--- config.mk ---
export PLATFORM = sky130hd
export DESIGN_NAME = frame_animation_stepper
export DESIGN_NICKNAME = d
export VERILOG_FILES = /design/src/hw/rtl/fas_pkg.sv /design/src/hw/rtl/fas_div.sv /design/src/hw/rtl/frame_animation_stepper.sv
export SDC_FILE = /design/constraint.sdc
export NUM_CORES = 1
export LEC_CHECK = 0
export BUFFER_PORTS_ARGS = -buffer_cell sky130_fd_sc_hd__clkbuf_2
export CORE_MARGIN = 2
export CORE_UTILIZATION = 40
export CTS_BUF_LIST = sky130_fd_sc_hd__clkbuf_8
export DETAILED_ROUTE_END_ITERATION = 8
export PLACE_DENSITY_LB_ADDON = 0.12
export SLEW_MARGIN = 40
export SYNTH_ARGS = -nofsm -noshare
export SYNTH_HDL_FRONTEND = slang
export SYNTH_HIERARCHICAL = 1
export SYNTH_SLANG_ARGS = --single-unit
export TNS_END_PERCENT = 1
--- constraint.sdc ---
create_clock -name clk -period 8.6 [get_ports clk]
set_input_delay 0.86 -clock clk [delete_from_list [all_inputs] [get_ports clk]]
set_output_delay 0.86 -clock clk [all_outputs]
set_load 0.01 [all_outputs]
--- src/hw/rtl/fas_pkg.sv ---
// Shared types and constants for the frame animation stepper.
// No dependencies; imported by fas_div, frame_animation_stepper and the testbench.
`default_nettype none

package fas_pkg;

  localparam int DIV_W   = 27;
  localparam int DVS_W   = 24;
  localparam int DCNT_W  = $clog2(DIV_W);
  localparam int ACC_W   = 26;
  localparam int FRAME_W = 8;
  localparam int CNT_W   = 9;
  localparam int DELTA_W = 20;
  localparam int CFG_IDX_W = 2;
  localparam int CFG_DAT_W = 24;

  localparam logic [1:0] MODE_ONCE   = 2'd0;
  localparam logic [1:0] MODE_LOOP   = 2'd1;
  localparam logic [1:0] MODE_BOUNCE = 2'd2;

  localparam logic [CFG_IDX_W-1:0] REG_PLAYING  = 2'd0;
  localparam logic [CFG_IDX_W-1:0] REG_MODE     = 2'd1;
  localparam logic [CFG_IDX_W-1:0] REG_INTERVAL = 2'd2;
  localparam logic [CFG_IDX_W-1:0] REG_COUNT    = 2'd3;

  localparam logic OP_TICK      = 1'b0;
  localparam logic OP_SET_FRAME = 1'b1;

  localparam logic [DVS_W-1:0] INTERVAL_RST = 24'd1000000;

  typedef struct packed {
    logic                opcode;
    logic [DELTA_W-1:0]  delta_us;
    logic [FRAME_W-1:0]  frame_index;
  } in_item_t;

  typedef struct packed {
    logic [FRAME_W-1:0]  current_frame;
    logic                reversing;
    logic                advanced;
  } out_item_t;

  typedef struct packed {
    logic busy;
    logic done;
  } div_stat_t;

  typedef enum logic [2:0] {
    ST_IDLE,
    ST_DIV1,
    ST_DIV2,
    ST_DONE
  } seq_state_t;

endpackage

`default_nettype wire

--- src/hw/rtl/fas_div.sv ---
// Restoring serial divider, one quotient bit per cycle.
// Depends on fas_pkg.
`default_nettype none

module fas_div (
  input  wire logic                      clk,
  input  wire logic                      rst_n,
  input  wire logic                      start,
  input  wire logic [fas_pkg::DIV_W-1:0] dividend,
  input  wire logic [fas_pkg::DVS_W-1:0] divisor,
  output fas_pkg::div_stat_t             stat,
  output logic [fas_pkg::DIV_W-1:0]      quotient,
  output logic [fas_pkg::DVS_W-1:0]      remainder
);
  import fas_pkg::*;

  logic [DIV_W-1:0]  quo_r, quo_nxt;
  logic [DVS_W-1:0]  rem_r, rem_nxt;
  logic [DVS_W-1:0]  dvs_r;
  logic [DCNT_W-1:0] cnt_r, cnt_nxt;
  logic              busy_r, busy_nxt;
  logic              done_r, done_nxt;
  logic [DVS_W:0]    trial;
  logic [DVS_W:0]    diff;
  logic              take;

  always_comb begin
    trial = {rem_r, quo_r[DIV_W-1]};
    diff  = trial - {1'b0, dvs_r};
    take  = (trial >= {1'b0, dvs_r});
    quo_nxt  = quo_r;
    rem_nxt  = rem_r;
    cnt_nxt  = cnt_r;
    busy_nxt = busy_r;
    done_nxt = 1'b0;
    if (start) begin
      quo_nxt  = dividend;
      rem_nxt  = '0;
      cnt_nxt  = DCNT_W'(DIV_W - 1);
      busy_nxt = 1'b1;
    end else if (busy_r) begin
      quo_nxt = {quo_r[DIV_W-2:0], take};
      rem_nxt = take ? diff[DVS_W-1:0] : trial[DVS_W-1:0];
      if (cnt_r == '0) begin
        busy_nxt = 1'b0;
        done_nxt = 1'b1;
      end else begin
        cnt_nxt = cnt_r - DCNT_W'(1);
      end
    end
  end

  always_ff @(posedge clk) begin
    quo_r <= quo_nxt;
    rem_r <= rem_nxt;
    cnt_r <= cnt_nxt;
    if (start) begin
      dvs_r <= divisor;
    end
    if (!rst_n) begin
      busy_r <= 1'b0;
      done_r <= 1'b0;
    end else begin
      busy_r <= busy_nxt;
      done_r <= done_nxt;
    end
  end

  assign stat.busy = busy_r;
  assign stat.done = done_r;
  assign quotient  = quo_r;
  assign remainder = rem_r;

endmodule

`default_nettype wire

--- src/hw/rtl/frame_animation_stepper.sv ---
// Set-frame and idle ticks go straight to the result; a once-mode tick makes one pass through
// the shared serial divider, a loop/bounce tick two passes (time, then frame wrap).
// Throughput: one item at a time; the next transfer is taken once the result is registered.
// Reset (sync, rst_n low): frame 0, not reversing, accumulator 0, playing 0, mode once,
// interval 1000000 us, frame count 0.
// Depends on fas_pkg and fas_div.
`default_nettype none

module frame_animation_stepper #(
  parameter int MAX_FRAMES = 256
) (
  input  wire logic                          clk,
  input  wire logic                          rst_n,
  input  wire logic                          in_valid,
  output logic                               in_stall,
  input  wire fas_pkg::in_item_t             in_data,
  output logic                               out_valid,
  input  wire logic                          out_stall,
  output fas_pkg::out_item_t                 out_data,
  input  wire logic                          cfg_valid,
  output logic                               cfg_ready,
  input  wire logic [fas_pkg::CFG_IDX_W-1:0] cfg_index,
  input  wire logic [fas_pkg::CFG_DAT_W-1:0] cfg_data
);
  import fas_pkg::*;

  localparam int CAP = (MAX_FRAMES < 256) ? MAX_FRAMES : 256;

  logic              playing_r;
  logic [1:0]        mode_r;
  logic [DVS_W-1:0]  interval_r;
  logic [CNT_W-1:0]  fcount_r;

  seq_state_t        state_r, state_nxt;
  logic [FRAME_W-1:0] frame_r, frame_nxt;
  logic              back_r, back_nxt;
  logic [ACC_W-1:0]  acc_r, acc_nxt;
  logic              adv_r, adv_nxt;
  logic              out_valid_r, out_valid_nxt;
  out_item_t         out_data_r, out_data_nxt;

  logic              div_start;
  logic [DIV_W-1:0]  div_dividend;
  div_stat_t         div_stat;
  logic [DIV_W-1:0]  div_quo;
  logic [DVS_W-1:0]  div_rem;

  logic [CNT_W-1:0]  count;
  logic [CNT_W-1:0]  cnt_m1;
  logic [DVS_W-1:0]  iv_eff;
  logic [ACC_W-1:0]  acc_sum;
  logic [DIV_W-1:0]  frame_ext;
  logic [DIV_W-1:0]  pos;
  logic [CNT_W-1:0]  rem_c;

  fas_div u_div (
    .clk       (clk),
    .rst_n     (rst_n),
    .start     (div_start),
    .dividend  (div_dividend),
    .divisor   ((state_r == ST_IDLE) ? iv_eff : {{(DVS_W-CNT_W){1'b0}}, count}),
    .stat      (div_stat),
    .quotient  (div_quo),
    .remainder (div_rem)
  );

  assign count     = (fcount_r > CNT_W'(CAP)) ? CNT_W'(CAP) : fcount_r;
  assign cnt_m1    = count - CNT_W'(1);
  assign iv_eff    = (interval_r == '0) ? DVS_W'(1) : interval_r;
  assign acc_sum   = acc_r + {{(ACC_W-DELTA_W){1'b0}}, in_data.delta_us};
  assign frame_ext = {{(DIV_W-FRAME_W){1'b0}}, frame_r};
  assign pos       = frame_ext + div_quo;
  assign rem_c     = div_rem[CNT_W-1:0];

  always_comb begin
    state_nxt     = state_r;
    frame_nxt     = frame_r;
    back_nxt      = back_r;
    acc_nxt       = acc_r;
    adv_nxt       = adv_r;
    out_valid_nxt = out_valid_r;
    out_data_nxt  = out_data_r;
    div_start     = 1'b0;
    div_dividend  = pos;
    if (out_valid_r && !out_stall) begin
      out_valid_nxt = 1'b0;
    end
    case (state_r)
      ST_IDLE: begin
        div_dividend = {1'b0, acc_sum};
        if (in_valid) begin
          adv_nxt   = 1'b0;
          state_nxt = ST_DONE;
          if (in_data.opcode == OP_SET_FRAME) begin
            if ({1'b0, in_data.frame_index} < count) begin
              frame_nxt = in_data.frame_index;
            end
          end else if (playing_r && count > CNT_W'(1)) begin
            div_start = 1'b1;
            state_nxt = ST_DIV1;
          end
        end
      end
      ST_DIV1: begin
        if (div_stat.done) begin
          acc_nxt   = {{(ACC_W-DVS_W){1'b0}}, div_rem};
          state_nxt = ST_DONE;
          if (div_quo != '0) begin
            adv_nxt = 1'b1;
            case (mode_r)
              MODE_ONCE: begin
                if ({1'b0, frame_r} < cnt_m1) begin
                  frame_nxt = (pos >= {{(DIV_W-CNT_W){1'b0}}, count}) ?
                              cnt_m1[FRAME_W-1:0] : pos[FRAME_W-1:0];
                end
              end
              MODE_LOOP: begin
                div_start = 1'b1;
                state_nxt = ST_DIV2;
              end
              MODE_BOUNCE: begin
                div_start = 1'b1;
                state_nxt = ST_DIV2;
                if (back_r) begin
                  if (div_quo > frame_ext) begin
                    div_dividend = div_quo - frame_ext;
                    back_nxt     = 1'b0;
                  end else begin
                    div_dividend = frame_ext - div_quo;
                  end
                end
              end
              default: begin
                state_nxt = ST_DONE;
              end
            endcase
          end
        end
      end
      ST_DIV2: begin
        if (div_stat.done) begin
          state_nxt = ST_DONE;
          if (mode_r == MODE_LOOP) begin
            frame_nxt = rem_c[FRAME_W-1:0];
          end else if (div_quo == '0) begin
            frame_nxt = rem_c[FRAME_W-1:0];
            if (rem_c == cnt_m1) begin
              back_nxt = 1'b1;
            end
          end else begin
            if (back_r ^ div_quo[0]) begin
              back_nxt  = 1'b1;
              frame_nxt = FRAME_W'(cnt_m1 - rem_c);
            end else begin
              back_nxt  = 1'b0;
              frame_nxt = rem_c[FRAME_W-1:0];
            end
          end
        end
      end
      ST_DONE: begin
        if (!out_valid_r || !out_stall) begin
          out_valid_nxt              = 1'b1;
          out_data_nxt.current_frame = frame_r;
          out_data_nxt.reversing     = back_r;
          out_data_nxt.advanced      = adv_r;
          state_nxt                  = ST_IDLE;
        end
      end
      default: begin
        state_nxt = ST_IDLE;
      end
    endcase
  end

  always_ff @(posedge clk) begin
    adv_r      <= adv_nxt;
    out_data_r <= out_data_nxt;
    if (!rst_n) begin
      state_r     <= ST_IDLE;
      frame_r     <= '0;
      back_r      <= 1'b0;
      acc_r       <= '0;
      out_valid_r <= 1'b0;
      playing_r   <= 1'b0;
      mode_r      <= MODE_ONCE;
      interval_r  <= INTERVAL_RST;
      fcount_r    <= '0;
    end else begin
      state_r     <= state_nxt;
      frame_r     <= frame_nxt;
      back_r      <= back_nxt;
      acc_r       <= acc_nxt;
      out_valid_r <= out_valid_nxt;
      if (cfg_valid) begin
        case (cfg_index)
          REG_PLAYING:  playing_r  <= cfg_data[0];
          REG_MODE:     mode_r     <= cfg_data[1:0];
          REG_INTERVAL: interval_r <= cfg_data;
          REG_COUNT:    fcount_r   <= cfg_data[CNT_W-1:0];
          default:      fcount_r   <= fcount_r;
        endcase
      end
    end
  end

  assign in_stall  = (state_r != ST_IDLE);
  assign out_valid = out_valid_r;
  assign out_data  = out_data_r;
  assign cfg_ready = 1'b1;

endmodule

`default_nettype wire

==> summary by stage <==
Timing
The clock arrives with a little over 0.03 ns of skew. For the pin with the worst max-slew slack, the measured transition is 0.829 ns. Derived from the worst setup path, the maximum achievable clock frequency is 0.198 GHz. Setup repair after global routing left no endpoint under its margin. The number of setup violations in the final report is 0. The worst relative slew slack is 44.7%. The post-route setup TNS is 0 ns. The total count of hold-check failures in the final report is 0. The worst path uses about three fifths of the clock period. The routed design could run at a clock period as short as between 5 and 6 ns. The final count of pins violating max slew was 0.

Pwr
Dividing total power by cell area gives a power density of around 230 mW/mm^2. The relative contribution of combinational cells to total power is 51.6%. The worst-case IR drop observed on VDD is 0.155 mV.

The analysis attributes to net switching a power of 1620 uW. The overall power after layout is 3440 uW. The total internal power is 1820 uW. The register share of total power is 31.1%. The analysis attributes to cell leakage a power of 0.00581 uW. The clock network burns 17.3% of the power.

The switching power as a share of total power is 47.1%.

Run status
The flow ran to the end, and the final reports show no timing, DRC or antenna violations.

Clock tree
Clock latency on the worst-skew pair, taken at its later pin, is 0.53 ns. The maximum clock path buffer count is 2. The number of gates resized after CTS was 0. The level count of the clock H-tree is 4.

After clock tree synthesis, the clock-pin slew on the worst setup and hold paths is 0.10 ns. Buffers inserted to repair hold after CTS numbered 0. The CTS tree is yes. Clock tree synthesis inserted a total of 17 buffers. The root buffer cell chosen for the clock tree is sky130_fd_sc_hd__clkbuf_8.

Post-CTS timing repair inserted 0 buffers for setup. The clock net in this run drives a total of between 150 and 200 sinks.

Synth
The Yosys warning count is 6. The synthesized area divided by synthesized cell count is 8.07 um^2. The number of nets in the synthesized netlist is 1850. The synthesized netlist occupies a cell area of approximately 0.014 mm^2. The synthesized netlist cell count is 1675.

Floorplan
Once the floorplan was initialized, standard cells occupied 40.5% of the core. The floorplan core area is 0.0334 mm^2. 73 I/O pins were placed. In this run the horizontal extent of the chip is 188 um. The area of the die is 0.0353 mm^2.

The vertical die dimension is 188 um. The initialized floorplan defines 67 standard-cell rows.

Min path
Counting instances, the worst hold path has a depth of 2. The worst min-delay path category is reg -> reg. The launch point of the worst hold path is acc_r[12]. The worst hold path terminates at acc_r[12].

Critical path
Among cell families on the critical path, the largest total delay comes from simple AND/OR/NAND/NOR gates. Counting cells, the worst reg-to-reg path comes to 16. The endpoint identified for the worst register-to-register timing path is frame_r[2]. The endpoint type of the worst setup path is a flip-flop. The count of buffering cells on the critical path with inverters included is 2.

The required time reported for the critical path endpoint is 8.98 ns. The startpoint identified for the worst register-to-register timing path is frame_r[1]. On the critical path, the stage with the largest delay is an instance of sky130_fd_sc_hd__nor4_4. STA puts the critical path data arrival time at 5.42 ns. The slack of the worst reg-to-reg path is ~3.6 ns. The peak fanout along the critical path is 9. The nature of the critical path startpoint is a flip-flop.

The signal on the critical path passes through inv_1 -> ha_1 -> nand2b_1 -> a221oi_1 -> o221ai_1 -> nand2_1 -> xnor2_1 -> inv_1 -> ha_1 -> nand4_1 -> o21bai_1 -> a2111oi_0 -> nand4_1 -> nor4_4 -> and3_1 -> o211ai_1. For this run, the slowest stage of the critical path takes 0.65 ns. The critical path is of the reg -> reg type.

Global route
The first global-routing pass estimated between 60000 and 70000 um of wire. Entering global routing, the biggest net connects 63 pins. The global-route congestion overflow total is 0. The number of antenna violations at the first check in global routing came to 0. The layer carrying the most global-route usage is met2.

For this run, global-route usage on met2 was measured as 37.8%. The global routing usage summed across all routing layers is 25.2%. The global routing met3 resource utilization is 4.57%. The number of global-route vias before repair is 12000.

For met1 alone, demand over resource in global routing was 36.7%.

Drt
Dividing the detail-routed via count by the number of cells gives about 5.9. The final layout contains routed wiring with a total length of 44400 um. The overall via count from detail_route is about 13000. The mean routed wirelength per cell is 20.6 um. The count of nets left with antenna violations once routing finished came out at 0.

The number of detailed-routing iterations run before antenna repair is 5. After the first detailed-routing iteration, the DRC count stood at 1109. The DRC violations left is 0.

Final layout
The repair_antennas step left the layout with diodes totalling 0. The final layout net count is 1872. The filler cells instantiated in the layout total 3466. From synthesis to final layout, the design area changed by 8.56%.

The share of final-layout standard cells stronger than drive strength 1 is 11.8%.

Placement
The congestion estimate from routability-driven global placement came to 0.912. The half-perimeter wire length of the detailed placement result is 34000 um. The number of buffer cells added on primary ports is 71.

Job
The number of maximum-capacitance constraint violations is 0.
## area by class of cell
type	instances	area, um^2	area share, %
multi-input combinational	1314	8870	60.5
sequential	165	3920	26.7
tap	448	561	3.82
timing repair buffer	87	479	3.27
inverter	112	420	2.87
clock buffer	17	234	1.59
clock inverter	15	181	1.24
## layer usage
metal,vias to the layer above,share of wire (%)
li1,6147,-
met1,6050,48
met2,418,43
met3,63,6.4
met4,0,2.7
met5,-,0
## registers in the layout (all words and copies together) (netlist names)
name / cells
acc_r: 24
adv_r: 1
back_r: 1
fcount_r: 9
frame_r: 8
interval_r: 24
mode_r: 2
out_data: 10
out_valid: 1
playing_r: 1
state_r: 2
u_div/busy_r: 1
u_div/cnt_r: 5
u_div/done_r: 1
u_div/dvs_r: 24
u_div/quotient: 27
u_div/remainder: 24
## worst reg2reg max path, stage by stage (launching register included)
cell,delay (ns)
sky130_fd_sc_hd__dfxtp_1,0.49
sky130_fd_sc_hd__inv_1,0.20
sky130_fd_sc_hd__ha_1,0.37
sky130_fd_sc_hd__nand2b_1,0.18
sky130_fd_sc_hd__a221oi_1,0.41
sky130_fd_sc_hd__o221ai_1,0.39
sky130_fd_sc_hd__nand2_1,0.20
sky130_fd_sc_hd__xnor2_1,0.21
sky130_fd_sc_hd__inv_1,0.08
sky130_fd_sc_hd__ha_1,0.32
sky130_fd_sc_hd__nand4_1,0.10
sky130_fd_sc_hd__o21bai_1,0.08
sky130_fd_sc_hd__a2111oi_0,0.42
sky130_fd_sc_hd__nand4_1,0.21
sky130_fd_sc_hd__nor4_4,0.65
sky130_fd_sc_hd__and3_1,0.48
sky130_fd_sc_hd__o211ai_1,0.15
## how the worst max path moves through the flow
stage	start	to	slack, ns	cells past startpoint
6_report	frame_r[1]	frame_r[2]	3.56	16
3_5_place_dp	frame_r[1]	frame_r[1]	3.66	16
3_3_place_gp	frame_r[1]	frame_r[1]	3.79	16
5_1_grt	frame_r[1]	frame_r[6]	3.19	16
4_1_cts	frame_r[1]	frame_r[1]	3.62	16
2_1_floorplan	fcount_r[8]	u_div/quotient[0]	4.51	10
## metrics by stage
stage | hold slack (ns) | area (um^2) | util [%] | worst slack [ns] | std cells
global route | 0.487 | 14700 | 44.0 | 3.19 | 2158
detailed placement | 0.455 | 14200 | 42.7 | 3.66 | 2126
global placement | 0.451 | 14200 | 42.6 | 3.79 | 2125
finish | 0.468 | 14700 | 44.0 | 3.56 | 2158
floorplan | 0.400 | 13500 | - | 4.51 | 1675
CTS | 0.469 | 14700 | 43.9 | 3.62 | 2158
## placed cells by master (no fill, tap or decap), types with 27 or more instances in the layout
cell type and count:
sky130_fd_sc_hd__inv_1 109, sky130_fd_sc_hd__clkbuf_2 71, sky130_fd_sc_hd__xnor2_1 50, sky130_fd_sc_hd__o21ai_0 72
sky130_fd_sc_hd__nand3_1 48, sky130_fd_sc_hd__mux2_2 29, sky130_fd_sc_hd__nand4_1 31, sky130_fd_sc_hd__ha_1 108
sky130_fd_sc_hd__dfxtp_1 103, sky130_fd_sc_hd__nor2_1 126, sky130_fd_sc_hd__edfxtp_1 62, sky130_fd_sc_hd__nand2_1 219
sky130_fd_sc_hd__o211ai_1 27, sky130_fd_sc_hd__nor3_1 39, sky130_fd_sc_hd__a21oi_1 134
## power by group through the flow
stage	logic, uW	registers, uW	clock network (uW)
final	1780	1070	594
after global routing	1950	1090	639
after CTS	1760	1070	611
after detailed placement	1750	1090	0
after global placement	1740	1090	0
after floorplan	1300	1020	0
Note: power is estimated with default switching activity, not from simulation.
